[src/sv/lwcq_pkg.sv]
// shared types and constants of the coalescing request queue
package lwcq_pkg;

    localparam int QUEUE_DEPTH = 16;
    localparam int CNT_W       = $clog2(QUEUE_DEPTH + 1);
    localparam int KEY_W       = 64;
    localparam int DATA_W      = 200;
    localparam int KIND_W      = 3;

    typedef enum logic [KIND_W-1:0] {
        KIND_QUEUED    = 3'd0,
        KIND_CANCELLED = 3'd1,
        KIND_STALE     = 3'd2,
        KIND_FULL      = 3'd3,
        KIND_POPPED    = 3'd4,
        KIND_EMPTY     = 3'd5
    } kind_t;

    typedef enum logic {
        OP_PUSH = 1'b0,
        OP_POP  = 1'b1
    } op_t;

    typedef enum logic {
        ST_IDLE = 1'b0,
        ST_EXEC = 1'b1
    } state_t;

    typedef struct packed {
        logic [KEY_W-1:0] order;
        logic [KEY_W-1:0] gesture;
        logic             drag;
        logic [KEY_W-1:0] id;
    } entry_t;

    typedef struct packed {
        logic cmp_en;
        logic take_next;
        logic take_new;
    } cell_ctrl_t;

    typedef struct packed {
        logic hit;
        logic older;
    } cell_flags_t;

endpackage

[src/sv/lwcq_cell.sv]
// one queue slot: holds an entry, shifts from its neighbor, compares against a key
module lwcq_cell (
    input  logic                      aclk,
    input  lwcq_pkg::cell_ctrl_t      ctrl,
    input  lwcq_pkg::entry_t          new_entry,
    input  lwcq_pkg::entry_t          next_entry,
    input  logic [lwcq_pkg::KEY_W-1:0] key_gesture,
    input  logic [lwcq_pkg::KEY_W-1:0] key_order,
    output lwcq_pkg::entry_t          entry,
    output lwcq_pkg::cell_flags_t     flags
);
    import lwcq_pkg::*;

    entry_t      entry_reg;
    entry_t      entry_next;
    cell_flags_t flags_reg;
    cell_flags_t flags_next;

    always_comb begin
        entry_next = entry_reg;
        if (ctrl.take_new) begin
            entry_next = new_entry;
        end else if (ctrl.take_next) begin
            entry_next = next_entry;
        end
    end

    always_comb begin
        flags_next = flags_reg;
        if (ctrl.cmp_en) begin
            flags_next.hit   = entry_reg.drag && (entry_reg.gesture == key_gesture);
            flags_next.older = entry_reg.order < key_order;
        end
    end

    always_ff @(posedge aclk) begin
        entry_reg <= entry_next;
        flags_reg <= flags_next;
    end

    assign entry = entry_reg;
    assign flags = flags_reg;

endmodule

[config.mk]
export PLATFORM = sky130hd
export DESIGN_NAME = lwcq_cell
export DESIGN_NICKNAME = d
export VERILOG_FILES = /design/src/sv/lwcq_pkg.sv /design/src/sv/lwcq_cell.sv
export SDC_FILE = /design/constraint.sdc
export NUM_CORES = 1
export LEC_CHECK = 0
export ABC_CLOCK_PERIOD_IN_PS = 5500
export BUFFER_PORTS_ARGS = -buffer_cell sky130_fd_sc_hd__buf_2
export CORE_AREA = 2 2 279 281
export CTS_CLUSTER_DIAMETER = 50
export DETAILED_ROUTE_END_ITERATION = 16
export DIE_AREA = 0 0 281 283
export GPL_ROUTABILITY_DRIVEN = 1
export PLACE_DENSITY = 0.32
export SLEW_MARGIN = 20
export SYNTH_ARGS = -nofsm -noshare
export SYNTH_HDL_FRONTEND = slang
export SYNTH_SLANG_ARGS = --single-unit
[constraint.sdc]
create_clock -name aclk -period 5.5 [get_ports aclk]
set_input_delay 0.825 -clock aclk [delete_from_list [all_inputs] [get_ports aclk]]
set_output_delay 0.825 -clock aclk [all_outputs]
set_load 0.005 [all_outputs]
---- Word level (Yosys, flattened, before mapping) ----
Cells that the tools add are included.
cells by class
  multiplexer cells ....................... 2
  $mul .................................... 0
  bitwise gates (word level) .............. 0
  eq/ne operators ......................... 1
  reduce and logical (&&, ||, !) cells .... 2
  order comparisons ....................... 1
  shift-type cells ........................ 0
  $add $sub $neg .......................... 0
  div/mod/pow operators ................... 0
operator list
  kind                 number
  2-to-1 mux 193 bit   2
  == test 64 bit       1
  < comparator 64 bit  1
  nonzero test 2 bit   1
  logical AND 1 bit    1
storage, ports and cells
  RAM bits ................................ 0
  ROM bits ................................ 0
  bits in latches ......................... 0
  word-level logic and storage cells ...... 12
  register bits ........................... 195
  input bits .............................. 518
  memories kept ........................... 0

---- Longest topological paths before layout ----
Gate-level depths: netlist of the first run.
  depth after elaboration ................. 2
  gate-level depth with buffers ........... 8

---- Worst setup path before layout of the first run ----
No wires, ideal clock.
  kind .................................... input port to flip-flop
  start ................................... input port ctrl[0] in the netlist's numbering
  end ..................................... register entry_reg (netlist bit entry[0]), enable pin
  arrival time ............................ 3.892 ns
  path buffers ............................ 3
  stages .................................. 4
  setup slack ............................. 1.135 ns
  library setup time ...................... 0.473 ns
  required time ........................... 5.027 ns
  cells stage by stage .................... clkbuf_1 clkbuf_1 buf_2 or2_2
on the way
  longest elaborated chain between the ends .. 1
RTL lines
  item                                 line             text
  start, declared                      lwcq_cell.sv:4   input lwcq_pkg::cell_ctrl_t ctrl,
  nonzero test 2 bit (no source line)  n/a
  end signal, assigned                 lwcq_cell.sv:37  entry_reg <= entry_next;
  end, declared                        lwcq_cell.sv:14  entry_t entry_reg;
Every way passes these cells.
A chain may end at the register's enable or synchronous reset.

---- Worst setup path in the final report of the first run ----
  start ................................... register entry_reg (netlist bit entry[92])
  end ..................................... register flags_reg (netlist bit flags[1]) (data pin)
on the way
  longest elaborated chain between the ends .. 2
RTL lines
  item                  line             text
  == test 64 bit        lwcq_cell.sv:31  flags_next.hit = entry_reg.drag && (entry_reg.gesture == key_gesture);
  logical AND 1 bit     lwcq_cell.sv:31
  end signal, assigned  lwcq_cell.sv:38  flags_reg <= flags_next;
  end, declared         lwcq_cell.sv:16  cell_flags_t flags_reg;
Every way passes these cells.

==> results of run 1 <==
cells by family (layout without fill, tap and decap cells):
group / count (synthesis) / after routing / synth area share (%)
and+or+nand+nor: 71 / 71 / 3.45
adders and majority gates: 63 / 63 / 7.54
DFF: 195 / 195 / 56.0
other: 0 / 7 / 0
xor gates and xnor gates: 45 / 45 / 3.77
AOI/OAI and AO/OA: 69 / 69 / 4.42
muxes: 193 / 193 / 20.8
buffers and inverters: 105 / 831 / 3.96
worst max-delay path, delay by kind of cell (launching register included):
kind             cells  cell delay [ns]
AND/OR/NAND/NOR      4             1.73
flip-flops           1             0.46
XOR/XNOR             1             0.31
through the flow:
stage                     instances  instance area [um^2]  total power, mW  util (%)  hold slack, ns
after floorplan                 741                 10400             2.30         -           0.710
after global placement         2475                 15300             2.86      20.0           0.910
after detailed placement       2475                 15300             2.86      20.0           0.926
after CTS                      2507                 16000             4.36      20.8           0.561
after global routing           2507                 16000             4.48      20.8           0.575
final                          2514                 16000             4.23      20.8           0.616
final timing paths:
path,start,to,cells after the start
worst max-delay path,entry[92],flags[1],5
worst min-delay path,new_entry[115],entry[115],2
worst max register to register,entry[92],flags[1],5
worst min register to register,entry[119],flags[1],3
area by class of cell:
class / count / area, um^2
inverters: 83 / 312
repair buffers: 716 / 3650
clock buffers: 17 / 425
multi-input cells: 441 / 4190
fillers: 8502 / 60700
clock inverters: 15 / 238
flip-flops and latches: 195 / 5860
well taps: 1040 / 1300
diodes: 7 / 17.5
synth_stat cells, drive strengths merged, types with 2 or more instances:
cell     instances  share of area, %
nor4             7              0.42
inv             83               3.0
mux2           193                21
clkbuf           3              0.11
a221oi           6              0.50
o22ai            6              0.36
nand3            7              0.34
a211o            2              0.17
xnor2           43               3.6
ha              63               7.5
nor3             4              0.19
a211oi           5              0.36
nand2           21              0.75
and3             2              0.12
a21o             2              0.14
o21ai           10              0.48
nor2             8              0.29
o2bb2ai          5              0.42
buf             19              0.87
edfxtp         195                56
xor2             2              0.17
nand4           19               1.1
a21oi           21               1.0
a22oi            2              0.14
routing by layer:
layer,vias up,global-route usage (%),part of all wire [%]
met4,22,2.37,1.2
met2,435,23.3,54
li1,4208,-,-
met5,-,0,0.28
met3,60,4.63,8.4
met1,4208,12.2,36
power by group through the flow:
stage | Combinational (mW) | Clock, mW | Sequential, mW
after CTS | 0.879 | 1.53 | 1.95
final | 0.849 | 1.44 | 1.94
after detailed placement | 0.873 | 0 | 1.98
after floorplan | 0.343 | 0 | 1.96
after global placement | 0.877 | 0 | 1.99
after global routing | 0.945 | 1.57 | 1.97
==> reports/qor.yml, run 1 <==
postCtsHoldBufs: 0
ys.flop_type: "edfxtp_1"
area_growth_syn_to_layout_pct: 53.0
irDropWorstVdd_mv: 0.172
required_ns: 5.69
rsz0062_at_grt: "false"
tightest_slew_ns: 0.823
yosys_warnings: 0
final_cell_mix: "711 x buf_2, 195 x edfxtp_1, 193 x mux2_2"
final-max-slew-violation-count: 0
clock_sinks: 195
ant_nets: 0
cp-start-kind: "flip-flop"
portBuffers: 712
p_leak_nw: 7.17
grt_pass1_wl_um: 68200
endpoint_kind: "flip-flop"
async_flop_share_pct: 0
drive_above_1_share_pct: 64.3
slowest_stage: "nor4_1"
cts_tree: "built"
start_util_pct: 13.6
cts_setup_buffers: 0
syn_area_um2: 10400
grt_pass1_vias: 9837
pwr-share-comb_pct: 20.1
layout.nets: 2035
vias: 8933
power_density_nw_per_um2: 265
fmax_mhz: 358
rrSetupSlack_ns: 2.71
cp.arrival_ns: 2.99
wire_per_inst_um: 19.5
cts.clk_slew.worst_paths_ns: 0.11
first_iter_violations: 278
grt_max_degree: 113
fin_crit_ns: 2.79
hold_path_class: "input pin to flip-flop"
report.final.setup_viol: 0
crit_top_cell: "nand4_1"
synth_edf_count: 195
dr.pass1.iters: 4
ctsRootBufferMaster: "clkbuf_16"
die_w_um: 281
slowest_delay_ns: 0.70
p_seq_share_pct: 45.9
rows: 102
hold_violations: 0
remaining_drc_errors: 0
syn_avg_cell_area_um2: 14.1
clk-insertion-delay-late_ns: 0.50
syn_inst: 741
switching_power_mw: 1.27
fin_crit_sh_pct: 50.8
antenna_found_initial: 28
synth.distinct_cells: 39
largest_reg_flops: 193
viasPerCell: 3.55
maxSlewHeadroom_pct: 44.6
routed_wl_um: 49100
design.die.area_um2: 79500
finalClockSkew_ns: 0.0185
criticalPathCategory: "flip-flop to flip-flop"
switching_share_pct: 30.0
setup_slack_ns: 2.71
dp_hpwl_um: 41100
internal-power_mw: 2.96
layout_commonest_cell: "buf_2"
cts-resized-gates: 0
ys_seq_elements: 195
cap_violations: 0
pin_count: 713
syn_nets: 1322
grt_usage_pct: 12.1
die_h_um: 283
path_cells: "xnor2_1 > nand4_1 > nor4_1 > nand4_1 > nor4_2"
fin_tns_setup_ns: 0
clockBufferDepth: 2
grt_overflow_total: 0
outcome: "finished clean"
numCtsBuffers: 17
dp_worst_setup_slack_ns: 2.10
ys_seq_area_share_pct: 56.0
htreeDepth: 4
gp_congestion: 0.823
core_area_um2: 76700
clockPowerShare_pct: 34.0
critPathMaxFanout: 2
No activity file was read; power rests on OpenSTA's default activity.
==> inputs of run 2 (changes only) <==
Settings changed: ABC_CLOCK_PERIOD_IN_PS 5500 to 2510, CORE_AREA 2 2 279 281 to 2 2 278 280, DIE_AREA 0 0 281 283 to 0 0 280 282, PLACE_DENSITY 0.32 to 0.33.
Clock period 5.5 ns to 2.51 ns, I/O delays scaled along.
==> reports/qor.yml, run 2 (synthesized netlist as in run 1, its figures left out) <==
cts.clk_slew.worst_paths_ns: 0.09  # was 0.11 ns
rsz0062_at_grt: "false"  # unchanged
die_w_um: 280  # was 281 um
dr.pass1.iters: 4  # unchanged
p_total_mw: 9.03  # was 4.23 mW
utilization_pct: 21.2  # was 20.8%
irDropWorstVdd_mv: 0.391  # was 0.172 mV
cp.arrival_ns: 2.66  # was 2.99 ns
design.die.area_um2: 79000  # was 79500 um^2
htreeDepth: 4  # unchanged
critPathMaxFanout: 2  # unchanged
p_leak_nw: 7.27  # was 7.17 nW
worstSetupStartpoint: "entry[135]"  # was entry[92]
cts_setup_buffers: 0  # unchanged
antenna_found_initial: 6  # was 28
tightest_slew_ns: 0.492  # was 0.823 ns
rrSetupSlack_ns: 0.20  # was 2.71 ns
hold_violations: 0  # unchanged
hold_start: "next_entry[99]"  # was new_entry[115]
hold_path_class: "input pin to flip-flop"  # unchanged
core_area_um2: 75700  # was 76700 um^2
clockBufferDepth: 2  # unchanged
multi_input_area_um2: 4190  # about the same
wire_per_inst_um: 18.3  # was 19.5 um
drive_above_1_share_pct: 64.9  # was 64.3%
final-max-slew-violation-count: 0  # unchanged
r2r-start: "entry[135]"  # was entry[92]
report.final.setup_viol: 0  # unchanged
fmax_mhz: 432  # was 358 MHz
grt_pass1_vias: 9430  # was 9837
switching_power_mw: 2.58  # was 1.27 mW
clockPowerShare_pct: 32.0  # was 34.0%
grt_max_degree: 48  # was 113
fill_cells: 8335  # was 8502
routed_wl_um: 45300  # was 49100 um
dp_hpwl_um: 38700  # was 41100 um
grt_overflow_total: 0  # unchanged
fin_crit_sh_pct: 92.2  # was 50.8%
largest_reg_flops: 193  # unchanged
pin_count: 713  # unchanged
power_density_nw_per_um2: 563  # was 265 nW/um^2
pwr-share-comb_pct: 21.2  # was 20.1%
vias: 8773  # was 8933
internal-power_mw: 6.45  # was 2.96 mW
p_seq_share_pct: 46.8  # was 45.9%
grt_usage_pct: 11.0  # was 12.1%
layout_commonest_cell: "buf_2"  # unchanged
cap_violations: 0  # unchanged
ctsRootBufferMaster: "clkbuf_16"  # unchanged
regArea_um2: 5860  # unchanged
cp-start-kind: "flip-flop"  # unchanged
first_iter_violations: 278  # unchanged
portBuffers: 712  # unchanged
rows: 101  # was 102
criticalPathCategory: "flip-flop to flip-flop"  # unchanged
viasPerCell: 3.55  # about the same
maxSlewHeadroom_pct: 67.2  # was 44.6%
grt_pass1_wl_um: 61900  # was 68200 um
fin_crit_ns: 2.31  # was 2.79 ns
remaining_drc_errors: 0  # unchanged
die_h_um: 282  # was 283 um
start_util_pct: 13.8  # was 13.6%
clk-insertion-delay-late_ns: 0.48  # was 0.50 ns
numCtsBuffers: 17  # unchanged
layout.nets: 2061  # was 2035
cts_tree: "built"  # unchanged
area_growth_syn_to_layout_pct: 53.6  # was 53.0%
endpoint_kind: "flip-flop"  # unchanged
finalClockSkew_ns: 0.0144  # was 0.0185 ns
gp_congestion: 0.859  # was 0.823
switching_share_pct: 28.6  # was 30.0%
outcome: "finished clean"  # unchanged
ant_nets: 0  # unchanged
clock_sinks: 195  # unchanged
required_ns: 2.86  # was 5.69 ns
final_cell_mix: "711 x buf_2, 195 x edfxtp_1, 193 x mux2_2"  # unchanged
==> run 2: cell count changes in the layout (fill, tap and decap cells not counted), moves of 2 or more <==
cell,before,now
clkinv_4,0,2
diode_2,7,3
inv_6,0,4
inv_12,3,0
buf_4,0,24
clkinv_8,7,2
buf_12,4,6
==> run 2: routing by layer <==
| layer | up-vias | track usage (%) | wire, um |
|---|---|---|---|
| li1 | 4265 | - | - |
| met1 | 4083 | 10.8 | 16000 |
| met4 | 2 | 3.35 | 756 |
| met2 | 392 | 21.5 | 25200 |
| met5 | - | 0 | 13 |
| met3 | 31 | 3.93 | 3330 |
==> run 2: path summary, 6_finish.rpt <==
| check | endpoint | depth (start not counted) |
|---|---|---|
| setup reg to reg | flags[0] | 9 |
| hold / removal | entry[99] | 2 |
| hold reg to reg | flags[0] | 3 |
| setup / recovery | flags[0] | 9 |
==> run 2: per-stage QoR <==
stage               hold WS [ns]  worst slack [ns]  TNS, ns  area (um^2)  cells
finish                     0.187             0.196        0        16000   2473
CTS                        0.127             0.132        0        16000   2470
global placement           0.680            0.0833        0        15400   2439
floorplan                  0.489            -0.114   -21.92        10500    741
global route               0.138            0.0544        0        16000   2473
detailed placement         0.680            0.0458        0        15400   2439
==> run 2: timing repair <==
item	4_1_cts	5_1_grt
hold buffers	0	0
endpoints found under the hold margin	0	0
resized for setup	0	1
endpoints found under the setup margin	0	1
==> run 2: layout make-up <==
cell class / count / share of cell area (%)
Sequential cell: 195 / 36.5
Tap cell: 978 / 7.62
Inverter: 83 / 1.94
Clock inverter: 14 / 1.04
Antenna cell: 3 / 0.0468
Timing Repair Buffer: 742 / 24.1
Clock buffer: 17 / 2.65
Multi-Input combinational cell: 441 / 26.1
==> run 2: critical path, stage by stage (launching register included) <==
cell	delay, ns
edfxtp_1	0.40
ha_1	0.30
and3_1	0.20
a221oi_1	0.24
o21ai_0	0.21
buf_4	0.18
a211o_1	0.24
a21oi_1	0.12
buf_4	0.14
o311a_1	0.15
==> run 2: power by group through the flow <==
stage | Clock (mW) | Sequential (mW) | Combinational, mW
2_1_floorplan | 0 | 4.29 | 0.756
3_3_place_gp | 0 | 4.30 | 1.99
3_5_place_dp | 0 | 4.30 | 1.97
4_1_cts | 3.09 | 4.24 | 1.99
5_1_grt | 3.17 | 4.27 | 2.13
6_report | 2.89 | 4.22 | 1.92
==> inputs of run 3 (changes only) <==
Settings changed: ABC_AREA set to 1, CORE_AREA 2 2 278 280 to 3 3 280 282, DIE_AREA 0 0 280 282 to 0 0 283 285, PLACE_DENSITY 0.33 to 0.34.
==> reports/qor.yml, run 3 <==
synth.distinct_cells: 32  # was 39
ys_seq_area_share_pct: 54.1  # was 56.0%
endpoint_kind: "flip-flop"  # unchanged
fill_cells: 8621  # was 8335
r2r-end: "flags[0]"  # unchanged
r2r-start: "entry[131]"  # was entry[135]
synthTopCellsByCount: "654 x nand2_1, 195 x edfxtp_1, 114 x inv_1"  # was 195 x edfxtp_1, 193 x mux2_2, 83 x inv_1
first_iter_violations: 416  # was 278
grt_overflow_total: 0  # unchanged
layout_commonest_cell: "buf_2"  # unchanged
clock_sinks: 195  # unchanged
fin_tns_setup_ns: 0  # unchanged
utilization_pct: 21.5  # was 21.2%
cts_tree: "built"  # unchanged
async_flop_share_pct: 0  # unchanged
maxSlewHeadroom_pct: 62.4  # was 67.2%
ys.flop_type: "edfxtp_1"  # unchanged
slowest_delay_ns: 0.48  # was 0.40 ns
criticalPathCategory: "flip-flop to flip-flop"  # unchanged
htreeDepth: 4  # unchanged
rr_worst_depth: 12  # was 9
portBuffers: 712  # unchanged
required_ns: 2.73  # was 2.86 ns
fmax_mhz: 546  # was 432 MHz
slowest_stage: "edfxtp_1"  # unchanged
synth.area.mux_share_pct: 0  # was 20.8%
drive_above_1_share_pct: 39.6  # was 64.9%
grt_pass1_vias: 11300  # was 9430
grt_max_degree: 60  # was 48
postCtsHoldBufs: 0  # unchanged
path_cells: "ha_1 > nand2_1 > inv_1 > nand2_1 > nand2_1 > nand2_1 > nand2_1 > nand2_1 > nand2_1 > nand2_1 > nand2_1 > a21oi_1"  # was ha_1 > and3_1 > a221oi_1 > o21ai_0 > buf_4 > a211o_1 > a21oi_1 > buf_4 > o311a_1
cts.clk_slew.worst_paths_ns: 0.10  # was 0.09 ns
irDropWorstVdd_mv: 0.392  # was 0.391 mV
finalClockSkew_ns: 0.0221  # was 0.0144 ns
synth_top_family_by_area: "simple AND/OR/NAND/NOR gates"  # was multiplexers
yosysMostFrequentCell: "nand2_1"  # was edfxtp_1
syn_area_um2: 10800  # was 10400 um^2
fin_crit_sh_pct: 72.9  # was 92.2%
design.die.area_um2: 80700  # was 79000 um^2
numCtsBuffers: 17  # unchanged
report.final.setup_viol: 0  # unchanged
cts-resized-gates: 0  # unchanged
synthSimpleGateAreaFrac_pct: 26.0  # was 3.45%
power_density_nw_per_um2: 559  # was 563 nW/um^2
grt_pass1_wl_um: 72400  # was 61900 um
gp_congestion: 0.862  # was 0.859
viasPerCell: 3.63  # was 3.55
wire_per_inst_um: 17.1  # was 18.3 um
crit_path_end: "flags[0]"  # unchanged
routed_wl_um: 51300  # was 45300 um
yosys.area.top_type: "edfxtp_1"  # unchanged
layout.nets: 2536  # was 2061
remaining_drc_errors: 0  # unchanged
die_w_um: 283  # was 280 um
fin_crit_ns: 1.83  # was 2.31 ns
antenna_found_initial: 8  # was 6
yosys_warnings: 0  # unchanged
clockBufferDepth: 2  # unchanged
clk-insertion-delay-late_ns: 0.49  # was 0.48 ns
rrSetupSlack_ns: 0.68  # was 0.20 ns
p_total_mw: 9.13  # was 9.03 mW
synth_fa_ha_area_share_pct: 7.29  # was 7.54%
final_cell_mix: "711 x buf_2, 654 x nand2_1, 195 x edfxtp_1"  # was 711 x buf_2, 195 x edfxtp_1, 193 x mux2_2
hold_violations: 0  # unchanged
cap_violations: 0  # unchanged
rows: 101  # unchanged
grt_usage_pct: 12.3  # was 11.0%
dr.pass1.iters: 4  # unchanged
synth_area_leaders: "edfxtp_1 54%, nand2_1 23%, ha_1 7.3%"  # was edfxtp_1 56%, mux2_2 21%, ha_1 7.5%
p_leak_nw: 8.54  # was 7.27 nW
crit_top_cell: "nand2_1"  # was buf_4
dp_hpwl_um: 44100  # was 38700 um
synth-compound-area-share_pct: 4.22  # was 4.42%
syn_nets: 1825  # was 1322
pin_count: 713  # unchanged
hold_ws_ns: 0.143  # was 0.187 ns
synth-xor-area-share_pct: 1.94  # was 3.77%
ys_seq_elements: 195  # unchanged
critPathMaxFanout: 2  # unchanged
syn_avg_cell_area_um2: 8.70  # was 14.1 um^2
core_area_um2: 75900  # was 75700 um^2
die_h_um: 285  # was 282 um
synth_edf_count: 195  # unchanged
cp-start-kind: "flip-flop"  # unchanged
syn_inst: 1244  # was 741
synth_top_area_share_pct: 54.1  # was 56.0%
start_util_pct: 14.2  # was 13.8%
ctsRootBufferMaster: "clkbuf_16"  # unchanged
vias: 10900  # was 8773
rsz0062_at_grt: "false"  # unchanged
cp.arrival_ns: 2.05  # was 2.66 ns
worstSetupStartpoint: "entry[131]"  # was entry[135]
hold_path_class: "input pin to flip-flop"  # unchanged
outcome: "finished clean"  # unchanged
tightest_slew_ns: 0.563  # was 0.492 ns
final-max-slew-violation-count: 0  # unchanged
largest_reg_flops: 193  # unchanged
ant_nets: 0  # unchanged
cts_setup_buffers: 0  # unchanged
area_growth_syn_to_layout_pct: 51.1  # was 53.6%
==> run 3: cell types whose count changed after synthesis, moves of 17 or more <==
| cell | before | now |
|---|---|---|
| nor2_1 | 8 | 31 |
| xnor2_1 | 43 | 19 |
| nand2_1 | 21 | 654 |
| inv_1 | 83 | 114 |
| mux2_2 | 193 | 0 |
| buf_4 | 0 | 17 |
==> run 3: critical path, delay by kind of cell, from the launching register on <==
kind,cells,cell delay (ns)
adders and majority gates,1,0.31
and+or+nand+nor,9,0.68
buffers and inverters,1,0.04
DFF,1,0.48
AOI/OAI and AO/OA,1,0.07
==> run 3: worst min path at each step <==
| stage | startpoint | endpoint | cells after the start |
|---|---|---|---|
| 2_1_floorplan | ctrl[2] | flags[0] | 0 |
| 3_3_place_gp | next_entry[87] | entry[87] | 3 |
| 6_report | next_entry[54] | entry[54] | 3 |
| 4_1_cts | next_entry[59] | entry[59] | 3 |
| 3_5_place_dp | next_entry[79] | entry[79] | 3 |
| 5_1_grt | new_entry[104] | entry[104] | 3 |
==> run 3: report_power, final <==
| part | total, mW | switching (mW) | internal [mW] |
|---|---|---|---|
| sequential | 4.24 | 0.228 | 4.01 |
| clock | 2.90 | 1.55 | 1.35 |
| combinational | 2.00 | 1.10 | 0.902 |
| total | 9.13 | 2.87 | 6.26 |
==> run 3: cell type report <==
type	count	area, um^2	share of cell area [%]
multi-input cells	889	4270	26.2
flip-flops and latches	195	5860	35.8
repair buffers	735	3850	23.6
diodes	4	10.0	0.0613
inverters	117	444	2.72
clock buffers	17	425	2.60
clock inverters	14	189	1.16
well taps	1030	1290	7.89
==> run 3: metrics by stage <==
stage / instance area [um^2] / setup slack (ns) / std cells
global route: 16300 / 0.490 / 3000
floorplan: 10800 / 0.00203 / 1244
CTS: 16300 / 0.559 / 2997
finish: 16300 / 0.679 / 3001
detailed placement: 15700 / 0.530 / 2966
global placement: 15700 / 0.538 / 2966
==> run 3: cell families after synthesis <==
logic type / after synthesis
AND/OR/NAND/NOR: 726
flip-flops: 195
buffers and inverters: 160
AO/OA/AOI/OAI: 76
adder cells (fa/ha/maj): 63
XOR/XNOR: 24
==> run 3: layer usage <==
layer / vias to the layer above / GRT usage, % / share of wire, %
li1: 5437 / - / -
met1: 4978 / 13.7 / 40
met2: 428 / 22.3 / 52
met3: 34 / 4.13 / 6.8
met4: 4 / 3.33 / 1.6
met5: - / 0 / 0.053
